==> src/rtl/keyword_framed_command_receiver_defines.svh <==
// Assertion macros for the keyword framed command receiver.
`ifndef KEYWORD_FRAMED_COMMAND_RECEIVER_DEFINES_SVH
`define KEYWORD_FRAMED_COMMAND_RECEIVER_DEFINES_SVH

`ifndef ASSERT_OFF

`define KFCR_ASSERT(lbl, clk, rst_n, prop) \
    lbl: assert property (@(posedge clk) disable iff (!rst_n) (prop)) \
        else $error("%m: check failed");

`define KFCR_ASSERT_NEXT(lbl, clk, rst_n, ante, cons) \
    lbl: assert property (@(posedge clk) disable iff (!rst_n) (ante) |=> (cons)) \
        else $error("%m: check failed");

`else

`define KFCR_ASSERT(lbl, clk, rst_n, prop)

`define KFCR_ASSERT_NEXT(lbl, clk, rst_n, ante, cons)

`endif

`endif

==> src/rtl/kfcr_pkg.sv <==
// Types, constants and helpers for the keyword framed command receiver.
package kfcr_pkg;

    localparam int MAX_KEY_BYTES = 8;
    localparam int FILL_W        = $clog2(MAX_KEY_BYTES + 1);
    localparam int DATA_W        = 8;
    localparam int LEN_W         = 4;
    localparam int PAT_W         = 64;
    localparam int PAT_IDX_W     = 3;
    localparam int CAP_W         = 11;
    localparam int PB_W          = 9;
    localparam int TOT_W         = 10;
    localparam int CFG_IDX_W     = 3;
    localparam int CFG_DATA_W    = 64;
    localparam int KIND_W        = 3;

    localparam logic [CAP_W-1:0]  CAP_RESET      = CAP_W'(264);
    localparam logic [DATA_W-1:0] MAX_PAY_RESET  = DATA_W'(255);

    typedef enum logic [KIND_W-1:0] {
        KIND_PAYLOAD    = 3'd0,
        KIND_ACCEPT     = 3'd1,
        KIND_BAD_END    = 3'd2,
        KIND_OVER_LIMIT = 3'd3,
        KIND_OVERFLOW   = 3'd4
    } t_kind;

    typedef enum logic [CFG_IDX_W-1:0] {
        CFG_START_LEN      = 3'd0,
        CFG_START_PATTERN  = 3'd1,
        CFG_END_LEN        = 3'd2,
        CFG_END_PATTERN    = 3'd3,
        CFG_LIMIT_MODE     = 3'd4,
        CFG_MAX_PAYLOAD    = 3'd5,
        CFG_FRAME_CAPACITY = 3'd6
    } t_cfg_idx;

    typedef struct packed {
        t_kind             kind;
        logic [DATA_W-1:0] data;
        logic [DATA_W-1:0] length;
        logic              frame_end;
    } t_result;

    // Byte j of a keyword, first byte in the lowest octet.
    function automatic logic [DATA_W-1:0] key_byte(input logic [PAT_W-1:0] pat,
                                                   input logic [PAT_IDX_W-1:0] j);
        return pat[DATA_W*j +: DATA_W];
    endfunction

endpackage

==> src/rtl/keyword_framed_command_receiver.sv <==
// Keyword framed command receiver: start keyword hunt, length, payload, end check.
//
// Takes one received byte per cycle unless stalled and returns at most one result per
// byte. While hunting, the last start_len bytes are compared with the start keyword;
// after the match come a length byte L, L payload bytes (L = 255 means 256) and end_len
// end keyword bytes. Each payload byte comes out as a result with frame_end low unless
// it ends the frame; the last byte of a frame gives a status result (accepted, bad end,
// over limit, or overflow once frame_capacity bytes have arrived). Throughput is one
// byte per clock unless stalled, set by the per-byte update of the hunt window and frame
// counter; a taken byte is held in the input stage register and its result goes to the
// output register or skid slot. Two output slots let input keep flowing while a result
// waits, so the input stalls only when both are occupied. Registers take a write and
// apply at once, also mid-frame; write them only while no byte is held in the input stage.
`include "keyword_framed_command_receiver_defines.svh"

module keyword_framed_command_receiver (
    input  logic                                 i_clk,
    input  logic                                 i_rst_n,
    // byte input
    input  logic                                 i_in_valid,
    output logic                                 o_in_ready,
    input  logic [kfcr_pkg::DATA_W-1:0]          i_data_in,
    // result output
    output logic                                 o_out_valid,
    input  logic                                 i_out_ready,
    output logic [kfcr_pkg::KIND_W-1:0]          o_kind,
    output logic [kfcr_pkg::DATA_W-1:0]          o_data_out,
    output logic [kfcr_pkg::DATA_W-1:0]          o_payload_length,
    output logic                                 o_frame_end,
    // register writes
    input  logic                                 i_cfg_wr_en,
    input  logic [kfcr_pkg::CFG_IDX_W-1:0]       i_cfg_index,
    input  logic [kfcr_pkg::CFG_DATA_W-1:0]      i_cfg_data
);

    localparam int MK = kfcr_pkg::MAX_KEY_BYTES;

    // configuration
    logic [kfcr_pkg::LEN_W-1:0]  r_start_len;
    logic [kfcr_pkg::PAT_W-1:0]  r_start_pat;
    logic [kfcr_pkg::LEN_W-1:0]  r_end_len;
    logic [kfcr_pkg::PAT_W-1:0]  r_end_pat;
    logic                        r_limit_mode;
    logic [kfcr_pkg::DATA_W-1:0] r_max_pay;
    logic [kfcr_pkg::CAP_W-1:0]  r_cap;

    // input stage
    logic                        r_in_valid;
    logic [kfcr_pkg::DATA_W-1:0] r_in_data;

    // receiver state
    logic                        r_hunting, n_hunting;
    logic [kfcr_pkg::DATA_W-1:0] r_win [MK];
    logic [kfcr_pkg::DATA_W-1:0] n_win [MK];
    logic [kfcr_pkg::FILL_W-1:0] r_fill, n_fill;
    logic [kfcr_pkg::CAP_W-1:0]  r_cnt, n_cnt;
    logic [kfcr_pkg::DATA_W-1:0] r_len, n_len;
    logic                        r_mism, n_mism;

    // output slots
    logic                        r_out_valid;
    kfcr_pkg::t_result           r_out;
    logic                        r_skid_valid;
    kfcr_pkg::t_result           r_skid;

    logic                        s_go;
    logic                        s_pop;
    logic                        w_match;
    logic [kfcr_pkg::FILL_W-1:0] w_fill_inc;
    logic [kfcr_pkg::CAP_W-1:0]  w_n;
    logic [kfcr_pkg::DATA_W-1:0] w_len;
    logic [kfcr_pkg::PB_W-1:0]   w_pb;
    logic [kfcr_pkg::TOT_W-1:0]  w_pb1;
    logic [kfcr_pkg::TOT_W-1:0]  w_total;
    logic                        w_is_pay;
    logic                        w_in_end;
    logic [kfcr_pkg::CAP_W-1:0]  w_k;
    logic                        w_mism;
    logic                        w_done;
    logic                        w_ovf;
    logic                        w_status;
    logic                        w_has;
    kfcr_pkg::t_result           w_res;

    assign s_go       = r_in_valid && !r_skid_valid;
    assign s_pop      = r_out_valid && i_out_ready;
    assign o_in_ready = !r_in_valid || !r_skid_valid;

    // register writes
    always_ff @(posedge i_clk) begin
        if (!i_rst_n) begin
            r_start_len  <= '0;
            r_start_pat  <= '0;
            r_end_len    <= '0;
            r_end_pat    <= '0;
            r_limit_mode <= 1'b1;
            r_max_pay    <= kfcr_pkg::MAX_PAY_RESET;
            r_cap        <= kfcr_pkg::CAP_RESET;
        end else if (i_cfg_wr_en) begin
            case (kfcr_pkg::t_cfg_idx'(i_cfg_index))
                kfcr_pkg::CFG_START_LEN: begin
                    r_start_len <= i_cfg_data[kfcr_pkg::LEN_W-1:0];
                end
                kfcr_pkg::CFG_START_PATTERN: begin
                    r_start_pat <= i_cfg_data;
                end
                kfcr_pkg::CFG_END_LEN: begin
                    r_end_len <= i_cfg_data[kfcr_pkg::LEN_W-1:0];
                end
                kfcr_pkg::CFG_END_PATTERN: begin
                    r_end_pat <= i_cfg_data;
                end
                kfcr_pkg::CFG_LIMIT_MODE: begin
                    r_limit_mode <= i_cfg_data[0];
                end
                kfcr_pkg::CFG_MAX_PAYLOAD: begin
                    r_max_pay <= i_cfg_data[kfcr_pkg::DATA_W-1:0];
                end
                kfcr_pkg::CFG_FRAME_CAPACITY: begin
                    r_cap <= i_cfg_data[kfcr_pkg::CAP_W-1:0];
                end
                default: begin
                end
            endcase
        end
    end

    // start keyword hunt: shifted window, compare newest start_len bytes
    always_comb begin
        logic                        all_ok;
        logic [kfcr_pkg::LEN_W-1:0]  idx;
        n_win[0] = r_in_data;
        for (int i = 1; i < MK; i++) begin
            n_win[i] = r_win[i-1];
        end
        w_fill_inc = (r_fill < kfcr_pkg::FILL_W'(MK)) ? r_fill + 1'b1 : r_fill;
        all_ok = 1'b1;
        for (int i = 0; i < MK; i++) begin
            idx = r_start_len - 1'b1 - kfcr_pkg::LEN_W'(i);
            if (kfcr_pkg::LEN_W'(i) < r_start_len &&
                n_win[i] != kfcr_pkg::key_byte(r_start_pat, idx[kfcr_pkg::PAT_IDX_W-1:0])) begin
                all_ok = 1'b0;
            end
        end
        w_match = all_ok &&
                  kfcr_pkg::CAP_W'(r_start_len) <= kfcr_pkg::CAP_W'(MK) &&
                  kfcr_pkg::CAP_W'(r_start_len) <= kfcr_pkg::CAP_W'(w_fill_inc) &&
                  kfcr_pkg::CAP_W'(r_start_len) <= r_cap;
    end

    // frame byte: position, length, end keyword check, status
    always_comb begin
        w_n      = r_cnt + 1'b1;
        w_len    = (w_n == kfcr_pkg::CAP_W'(1)) ? r_in_data : r_len;
        w_pb     = (w_len == 8'hFF) ? kfcr_pkg::PB_W'(256) : kfcr_pkg::PB_W'(w_len);
        w_pb1    = kfcr_pkg::TOT_W'(w_pb) + 1'b1;
        w_total  = w_pb1 + kfcr_pkg::TOT_W'(r_end_len);
        w_is_pay = w_n >= kfcr_pkg::CAP_W'(2) && w_n <= kfcr_pkg::CAP_W'(w_pb1);
        w_in_end = w_n > kfcr_pkg::CAP_W'(w_pb1);
        w_k      = w_n - kfcr_pkg::CAP_W'(w_pb1) - 1'b1;
        w_mism   = ((w_n == kfcr_pkg::CAP_W'(1)) ? 1'b0 : r_mism) |
                   (w_in_end && (w_k >= kfcr_pkg::CAP_W'(MK) ||
                    r_in_data != kfcr_pkg::key_byte(r_end_pat,
                                                   w_k[kfcr_pkg::PAT_IDX_W-1:0])));
        w_done   = w_n >= kfcr_pkg::CAP_W'(w_total);
        w_ovf    = w_n >= r_cap;
        w_status = !r_hunting && (w_done || w_ovf);
        w_has    = s_go && !r_hunting && (w_done || w_ovf || w_is_pay);

        w_res.data      = w_is_pay ? r_in_data : '0;
        w_res.length    = w_len;
        w_res.frame_end = w_done || w_ovf;
        if (w_done) begin
            if (w_mism || kfcr_pkg::CAP_W'(r_end_len) > kfcr_pkg::CAP_W'(MK)) begin
                w_res.kind = kfcr_pkg::KIND_BAD_END;
            end else if (r_limit_mode && w_len > r_max_pay) begin
                w_res.kind = kfcr_pkg::KIND_OVER_LIMIT;
            end else begin
                w_res.kind = kfcr_pkg::KIND_ACCEPT;
            end
        end else if (w_ovf) begin
            w_res.kind = kfcr_pkg::KIND_OVERFLOW;
        end else begin
            w_res.kind = kfcr_pkg::KIND_PAYLOAD;
        end
    end

    // next receiver state
    always_comb begin
        n_hunting = r_hunting;
        n_fill    = r_fill;
        n_cnt     = r_cnt;
        n_len     = r_len;
        n_mism    = r_mism;
        if (s_go) begin
            if (r_hunting) begin
                if (w_match) begin
                    n_hunting = 1'b0;
                    n_fill    = '0;
                    n_cnt     = '0;
                end else begin
                    n_fill = w_fill_inc;
                end
            end else begin
                n_len  = w_len;
                n_mism = w_mism;
                if (w_done || w_ovf) begin
                    n_hunting = 1'b1;
                    n_fill    = '0;
                    n_cnt     = '0;
                end else begin
                    n_cnt = w_n;
                end
            end
        end
    end

    // control registers
    always_ff @(posedge i_clk) begin
        if (!i_rst_n) begin
            r_in_valid   <= 1'b0;
            r_hunting    <= 1'b1;
            r_fill       <= '0;
            r_cnt        <= '0;
            r_len        <= '0;
            r_mism       <= 1'b0;
            r_out_valid  <= 1'b0;
            r_skid_valid <= 1'b0;
        end else begin
            if (i_in_valid && o_in_ready) begin
                r_in_valid <= 1'b1;
            end else if (s_go) begin
                r_in_valid <= 1'b0;
            end
            r_hunting <= n_hunting;
            r_fill    <= n_fill;
            r_cnt     <= n_cnt;
            r_len     <= n_len;
            r_mism    <= n_mism;
            if (!r_out_valid || s_pop) begin
                if (r_skid_valid) begin
                    r_out_valid  <= 1'b1;
                    r_skid_valid <= 1'b0;
                end else begin
                    r_out_valid <= w_has;
                end
            end else if (w_has) begin
                r_skid_valid <= 1'b1;
            end
        end
    end

    // data registers
    always_ff @(posedge i_clk) begin
        if (i_in_valid && o_in_ready) begin
            r_in_data <= i_data_in;
        end
        if (s_go && r_hunting) begin
            r_win <= n_win;
        end
        if (!r_out_valid || s_pop) begin
            r_out <= r_skid_valid ? r_skid : w_res;
        end else if (w_has) begin
            r_skid <= w_res;
        end
    end

    assign o_out_valid      = r_out_valid;
    assign o_kind           = r_out.kind;
    assign o_data_out       = r_out.data;
    assign o_payload_length = r_out.length;
    assign o_frame_end      = r_out.frame_end;

    `KFCR_ASSERT(a_skid_behind_out, i_clk, i_rst_n, r_skid_valid |-> r_out_valid)
    `KFCR_ASSERT(a_hunt_count_zero, i_clk, i_rst_n, r_hunting |-> r_cnt == '0)
    `KFCR_ASSERT_NEXT(a_status_rehunts, i_clk, i_rst_n, s_go && w_status, r_hunting)
    `KFCR_ASSERT(a_fill_bound, i_clk, i_rst_n, r_fill <= kfcr_pkg::FILL_W'(MK))

endmodule
==> config.mk <==
export PLATFORM = sky130hd
export DESIGN_NAME = keyword_framed_command_receiver
export DESIGN_NICKNAME = d
export VERILOG_FILES = /design/src/rtl/kfcr_pkg.sv /design/src/rtl/keyword_framed_command_receiver.sv
export VERILOG_INCLUDE_DIRS = /design/src /design/src/rtl
export SDC_FILE = /design/constraint.sdc
export NUM_CORES = 1
export LEC_CHECK = 0
export BUFFER_PORTS_ARGS = -buffer_cell sky130_fd_sc_hd__buf_2
export CAP_MARGIN = 30
export CORE_MARGIN = 1.5
export CORE_UTILIZATION = 55
export CTS_BUF_LIST = sky130_fd_sc_hd__clkbuf_4
export DETAILED_ROUTE_END_ITERATION = 8
export PLACE_DENSITY = 0.73
export SYNTH_ARGS = -nofsm -noshare
export SYNTH_HDL_FRONTEND = slang
export SYNTH_SLANG_ARGS = --single-unit
export TNS_END_PERCENT = 100
==> constraint.sdc <==
create_clock -name i_clk -period 13.8 [get_ports i_clk]
set_input_delay 2.07 -clock i_clk [delete_from_list [all_inputs] [get_ports i_clk]]
set_output_delay 2.07 -clock i_clk [all_outputs]
set_load 0.02 [all_outputs]
-- Word level (Yosys, flattened, before mapping)
Cells that the tools add are included.
- mux-type cells: 30
- bitwise operators: 4
- reductions and logical operators: 45
- equal/unequal tests: 18
- shift-type cells: 9
- $lt $le $gt $ge: 20
- add/sub/neg operators: 14
- operators with widths (cell ; number):
    indexed part select 64 x 7 -> 8 bit ; 9
    != test 8 bit ; 9
    2-to-1 mux 11 bit ; 3
    AND reduction 2 bit ; 11
    logical AND 1 bit ; 20
    2-to-1 mux 20 bit ; 1
    < comparator 3 x 4 -> 1 bit (first input constant) ; 4
    2-to-1 mux 4 bit ; 4
    2-to-1 mux 8 bit ; 2
    2-to-1 mux 1 bit ; 15
    subtractor 3 bit (second input constant) ; 4
    adder 11 x 1 -> 11 bit (second input constant) ; 1
    equality test 11 x 1 -> 1 bit (second input constant) ; 1
    >= comparator 11 x 10 -> 1 bit ; 1
    >= comparator 11 bit ; 1
    >= comparator 11 x 2 -> 1 bit (second input constant) ; 1
    >= comparator 11 x 4 -> 1 bit (second input constant) ; 1
    > comparator 11 x 10 -> 1 bit ; 1
    <= comparator 11 x 10 -> 1 bit ; 1
    <= comparator 4 x 11 -> 1 bit ; 1
    subtractor 11 x 1 -> 11 bit (second input constant) ; 1
    subtractor 11 x 10 -> 11 bit ; 1
    adder 10 x 4 -> 10 bit ; 1
    adder 9 x 1 -> 10 bit (second input constant) ; 1
    other kinds (25) ; 45
- output and inout port bits: 22
- flip-flop bits (word level): 288
- input bits: 80
- logic and storage cells: 171

-- Logic depth before layout (Yosys ltp)
- word-level depth: 17
- mapped depth: 29
- mapped depth without buffers: 27

-- Least setup slack after synthesis
OpenSTA, ideal clock, no wires.
- path kind: register to register
- from: reg r_cnt[0] in the netlist's numbering
- to: reg r_skid[0] in the netlist's numbering, enable pin
- arrival time: 6.174 ns
- stages on the path, launching flop included: 26
- setup time: 0.397 ns
- path buffers: 2
- setup slack: 7.229 ns
- clock period less this slack: 6.571 ns
- required time: 13.403 ns
- cell sequence: dfxtp_1 > ha_1 > and3_1 > a31oi_1 > or4_1 > a221oi_2 > and2_4 > buf_12 > buf_2 > mux2i_1 > inv_1 > nand2b_1 > inv_1 > ha_1 > nand3_1 > a21oi_1 > a41oi_1 > xnor2_1 > nand2b_4 > ha_1 > nand4_1 > or3_1 > a21oi_1 > nor3b_1 > o21ai_0 > nor2_1
- word-level cells in the longest chain between the ends: 12
- elaborated cells on any way between the ends: 16
- classes of those cells: add/sub (3); order compare (4); eq/ne (2); mux (2); reduce/logical (5)
- RTL lines (what ; RTL line ; text):
    start, declared ; keyword_framed_command_receiver.sv:56 ; logic [kfcr_pkg::CAP_W-1:0] r_cnt, n_cnt;
    start signal, assigned ; keyword_framed_command_receiver.sv:237 ; r_cnt <= n_cnt;
    adder 11 x 1 -> 11 bit (*) ; keyword_framed_command_receiver.sv:153 ; w_n = r_cnt + 1'b1;
    equality test 11 x 1 -> 1 bit (*) ; keyword_framed_command_receiver.sv:154 ; w_len = (w_n == kfcr_pkg::CAP_W'(1)) ? r_in_data : r_len;
    2-to-1 mux 8 bit (*) ; keyword_framed_command_receiver.sv:154 ;
    net w_len (one bit) ; keyword_framed_command_receiver.sv:71 ; logic [kfcr_pkg::DATA_W-1:0] w_len;
    equality test 8 bit ; keyword_framed_command_receiver.sv:155 ; w_pb = (w_len == 8'hFF) ? kfcr_pkg::PB_W'(256) : kfcr_pkg::PB_W'(w_len);
    2-to-1 mux 9 bit (*) ; keyword_framed_command_receiver.sv:155 ;
    adder 9 x 1 -> 10 bit (*) ; keyword_framed_command_receiver.sv:156 ; w_pb1 = kfcr_pkg::TOT_W'(w_pb) + 1'b1;
    adder 10 x 4 -> 10 bit ; keyword_framed_command_receiver.sv:157 ; w_total = w_pb1 + kfcr_pkg::TOT_W'(r_end_len);
    >= comparator 11 x 10 -> 1 bit ; keyword_framed_command_receiver.sv:165 ; w_done = w_n >= kfcr_pkg::CAP_W'(w_total);
    logical OR 1 bit ; keyword_framed_command_receiver.sv:168 ; w_has = s_go && !r_hunting && (w_done || w_ovf || w_is_pay);
    logical OR 1 bit (*) ; keyword_framed_command_receiver.sv:168 ;
    logical AND 1 bit (*) ; keyword_framed_command_receiver.sv:168 ;
    AND reduction 2 bit (no line) (*) ; n/a ;
    end signal, assigned ; keyword_framed_command_receiver.sv:264 ; r_skid <= w_res;
    end, declared ; keyword_framed_command_receiver.sv:64 ; kfcr_pkg::t_result r_skid;
Mark *: on every way through the listed nets, which the timed path passes. The rest lies on a longest branch.
A chain may end at the register's enable or synchronous reset.

==> impl_metrics.ini <==
[final_layout]
nets = 1832
final_core_util_pct = 61.76
area_growth_pct = 11.00
fill_cells = 2494
drive_gt1_share_pct = 21.55

[floorplanning]
core_area_mm2 = 0.02956
start_util_pct = 55.64
die_h_um = 175.9
die_w_um = 175.9
dieArea_mm2 = 0.03095
core.rowCount = 63
io_pins = 102

[sta]
finalClockSkew_ns = 0.07325
final_hold_viol_count = 0
setup_viol = 0
relSlewSlack_pct = 30.69
period_needed_ns = 7.527
tightest_slew_ns = 1.036
setup_tns_ns = 0
fin_crit_sh_pct = 54.54
drv_slew = 0
fmaxAchievable_ghz = 0.1329
rsz0062_at_grt = false

[synth]
seq_area_frac_synth_pct = 41.38
yosys.area_share.adder_pct = 4.808
synth_cell_type_count = 75
ys_ff_latch = 288
synth-main-ff-cell = dfxtp_1
syn_area_mm2 = 0.01645
yosysMostFrequentCell = nand2_1
synth_top_area_cell = dfxtp_1
synth.area.mux_share_pct = 16.75
synthSimpleGateAreaFrac_pct = 14.61
synth_top_family_by_area = multiplexers
synth_edf_count = 104
netlist_instances = 1588
avgSynthCellArea_um2 = 10.36
synth_compound_area_share_pct = 12.45
yosysTopAreaCellShare_pct = 22.40
ys_top_cells_by_count = nand2_1 (323), dfxtp_1 (184), a21boi_0 (145)
synth_area_leaders = dfxtp_1 (22%), edfxtp_1 (19%), mux4_2 (11%), nand2_1 (7.4%), a21boi_0 (6.6%)
ys_warn_count = 0
async_flop_share_pct = 0
synth_xor_area_share_pct = 6.337

[grt]
grt_usage_pct = 28.66
antenna_found_initial = 2
busiest_layer = met2
use_met2_pct = 43.48
grt_max_degree = 107
grt_pass1_wl_um = 66730
first_global_vias = 12000
met1_usage_pct = 40.18
grt_overflow = 0
use_met3_pct = 6.753

[setup_path]
cp.arrival_ns = 8.14
startpoint_type = register
cp_num_buf_inv = 2
critPathMaxFanout = 21
slowest_delay_ns = 0.65
rrSetupSlack_ns = 6.27
cpLargestDelayFamily = simple AND/OR/NAND/NOR gates
endpoint_kind = register
path_class = reg2reg
crit_slowest_cell = nor3_2
regToRegEndpoint = r_cnt[3]
rr_startpoint = r_cnt[0]
reg2reg_depth = 26
required_ns = 14.41

[clocking]
tritoncts = yes
cts_hold_buf = 0
clkSlewWorstSetupHoldPaths_ns = 0.06
numClockSinks = 288
htreeDepth = 3
insertion_delay_ns = 0.72
cts_root_buf = clkbuf_4
clk_path_buf_depth = 3
post-cts-setup-buffer-count = 0
cts_buffers = 77
cts.repair.resized = 0

[min_path]
whs_endpoint = r_end_pat[24]
min_from = r_end_pat[24]
hold_class = reg2reg
min_delay_path_depth = 2

[power_and_ir_drop]
p_sw_mw = 0.5108
leakage_nw = 6.755
power_frac_clock_pct = 39.2
power_frac_comb_pct = 11.2
p_seq_share_pct = 49.6
p_sw_share_pct = 27.28
power_density_mw_per_mm2 = 102.6
vdd_ir_drop_max_uv = 81.09
power.internal_mw = 1.362

[placement]
io_buffers = 101
hpwl_um = 32130
place_congestion = 0.9311

[routing]
vias_per_cell = 5.908
dr.pass1.iters = 5
vias = 12620
post_drt_wl_per_cell_um = 20.53
drc = 0
finalWirelength_um = 43860
antenna_left = 0
drt_iter0_drc = 1488

[run]
max-cap-violations = 0

[run_status]
status = completed
power groups by stage:
| stage | logic, mW | registers [mW] | clock network [mW] |
|---|---|---|---|
| final | 0.210 | 0.929 | 0.734 |
| after global routing | 0.227 | 0.930 | 0.796 |
| after CTS | 0.207 | 0.929 | 0.749 |
| after detailed placement | 0.206 | 0.948 | 0 |
| after global placement | 0.200 | 0.947 | 0 |
| after floorplan | 0.145 | 0.938 | 0 |
cells in the final DEF, fill, tap and decap left out, types with 25 or more instances in the layout:
master / n
nand2_1: 323
inv_1: 52
a21boi_0: 145
clkbuf_4: 108
buf_2: 100
xnor2_1: 87
o21ai_0: 27
xor2_1: 25
edfxtp_1: 104
mux2i_1: 66
nor2_1: 35
mux4_2: 81
ha_1: 59
dfxtp_1: 183
per-layer routing:
layer / part of all wire [%] / up-vias / routed length (µm)
met5: 0 / - / 0
met4: 2.6 / 0 / 1158
met3: 9.2 / 84 / 4026
met2: 45 / 573 / 19540
met1: 44 / 6039 / 19130
li1: - / 5924 / -
sequential cells by signal, summed over array words and instances (netlist names), 3 cells and up:
signal,count
o_data_out,8
r_cnt,11
r_in_data,8
n_win,56
r_max_pay,8
o_payload_length,8
r_cap,11
r_start_len,4
r_end_pat,64
r_skid,20
r_start_pat,64
r_fill,4
o_kind,3
r_len,8
r_end_len,4
per-stage QoR:
| step | std cells | instance area [µm²] | setup WS [ns] | total power [mW] | hold slack, ns |
|---|---|---|---|---|---|
| 2_1_floorplan | 1589 | 16450 | 7.229 | 1.083 | 0.4206 |
| 3_3_place_gp | 1995 | 17160 | 6.569 | 1.147 | 0.4505 |
| 3_5_place_dp | 1998 | 17230 | 6.363 | 1.153 | 0.4547 |
| 4_1_cts | 2132 | 18170 | 6.385 | 1.885 | 0.4472 |
| 5_1_grt | 2136 | 18260 | 5.701 | 1.953 | 0.4676 |
| 6_report | 2136 | 18260 | 6.273 | 1.873 | 0.4627 |
layout make-up:
type / instances / area (µm²) / area share [%]
Multi-Input combinational cell: 1153 / 9080 / 49.74
Sequential cell: 288 / 6810 / 37.30
Clock buffer: 108 / 810.8 / 4.441
Timing Repair Buffer: 118 / 735.7 / 4.030
Tap cell: 390 / 488.0 / 2.673
Inverter: 52 / 195.2 / 1.069
Clock inverter: 26 / 133.9 / 0.7333
Antenna cell: 1 / 2.502 / 0.01371
tightest hold or removal path, cell delays in order, from the launching register on:
cell	delay (ns)
dfxtp_1	0.31
nand2_1	0.05
a21boi_0	0.06
worst max-delay path by stage:
stage               cells past startpoint        end     start  slack, ns
floorplan                              25  r_skid[0]  r_cnt[0]       7.23
global placement                       25   r_cnt[7]  r_cnt[0]       6.57
detailed placement                     26   r_cnt[8]  r_cnt[0]       6.36
CTS                                    26   r_cnt[8]  r_cnt[0]       6.39
global route                           26   r_cnt[2]  r_cnt[0]       5.70
finish                                 26   r_cnt[3]  r_cnt[0]       6.27
logic make-up after synthesis:
family          Yosys count
xor+xnor                115
flops                   288
compound gates          280
buf+inv                 148
mux                     171
fa+ha+maj                62
simple gates            523
other cells               1
Note: power is estimated with default switching activity, not from simulation.
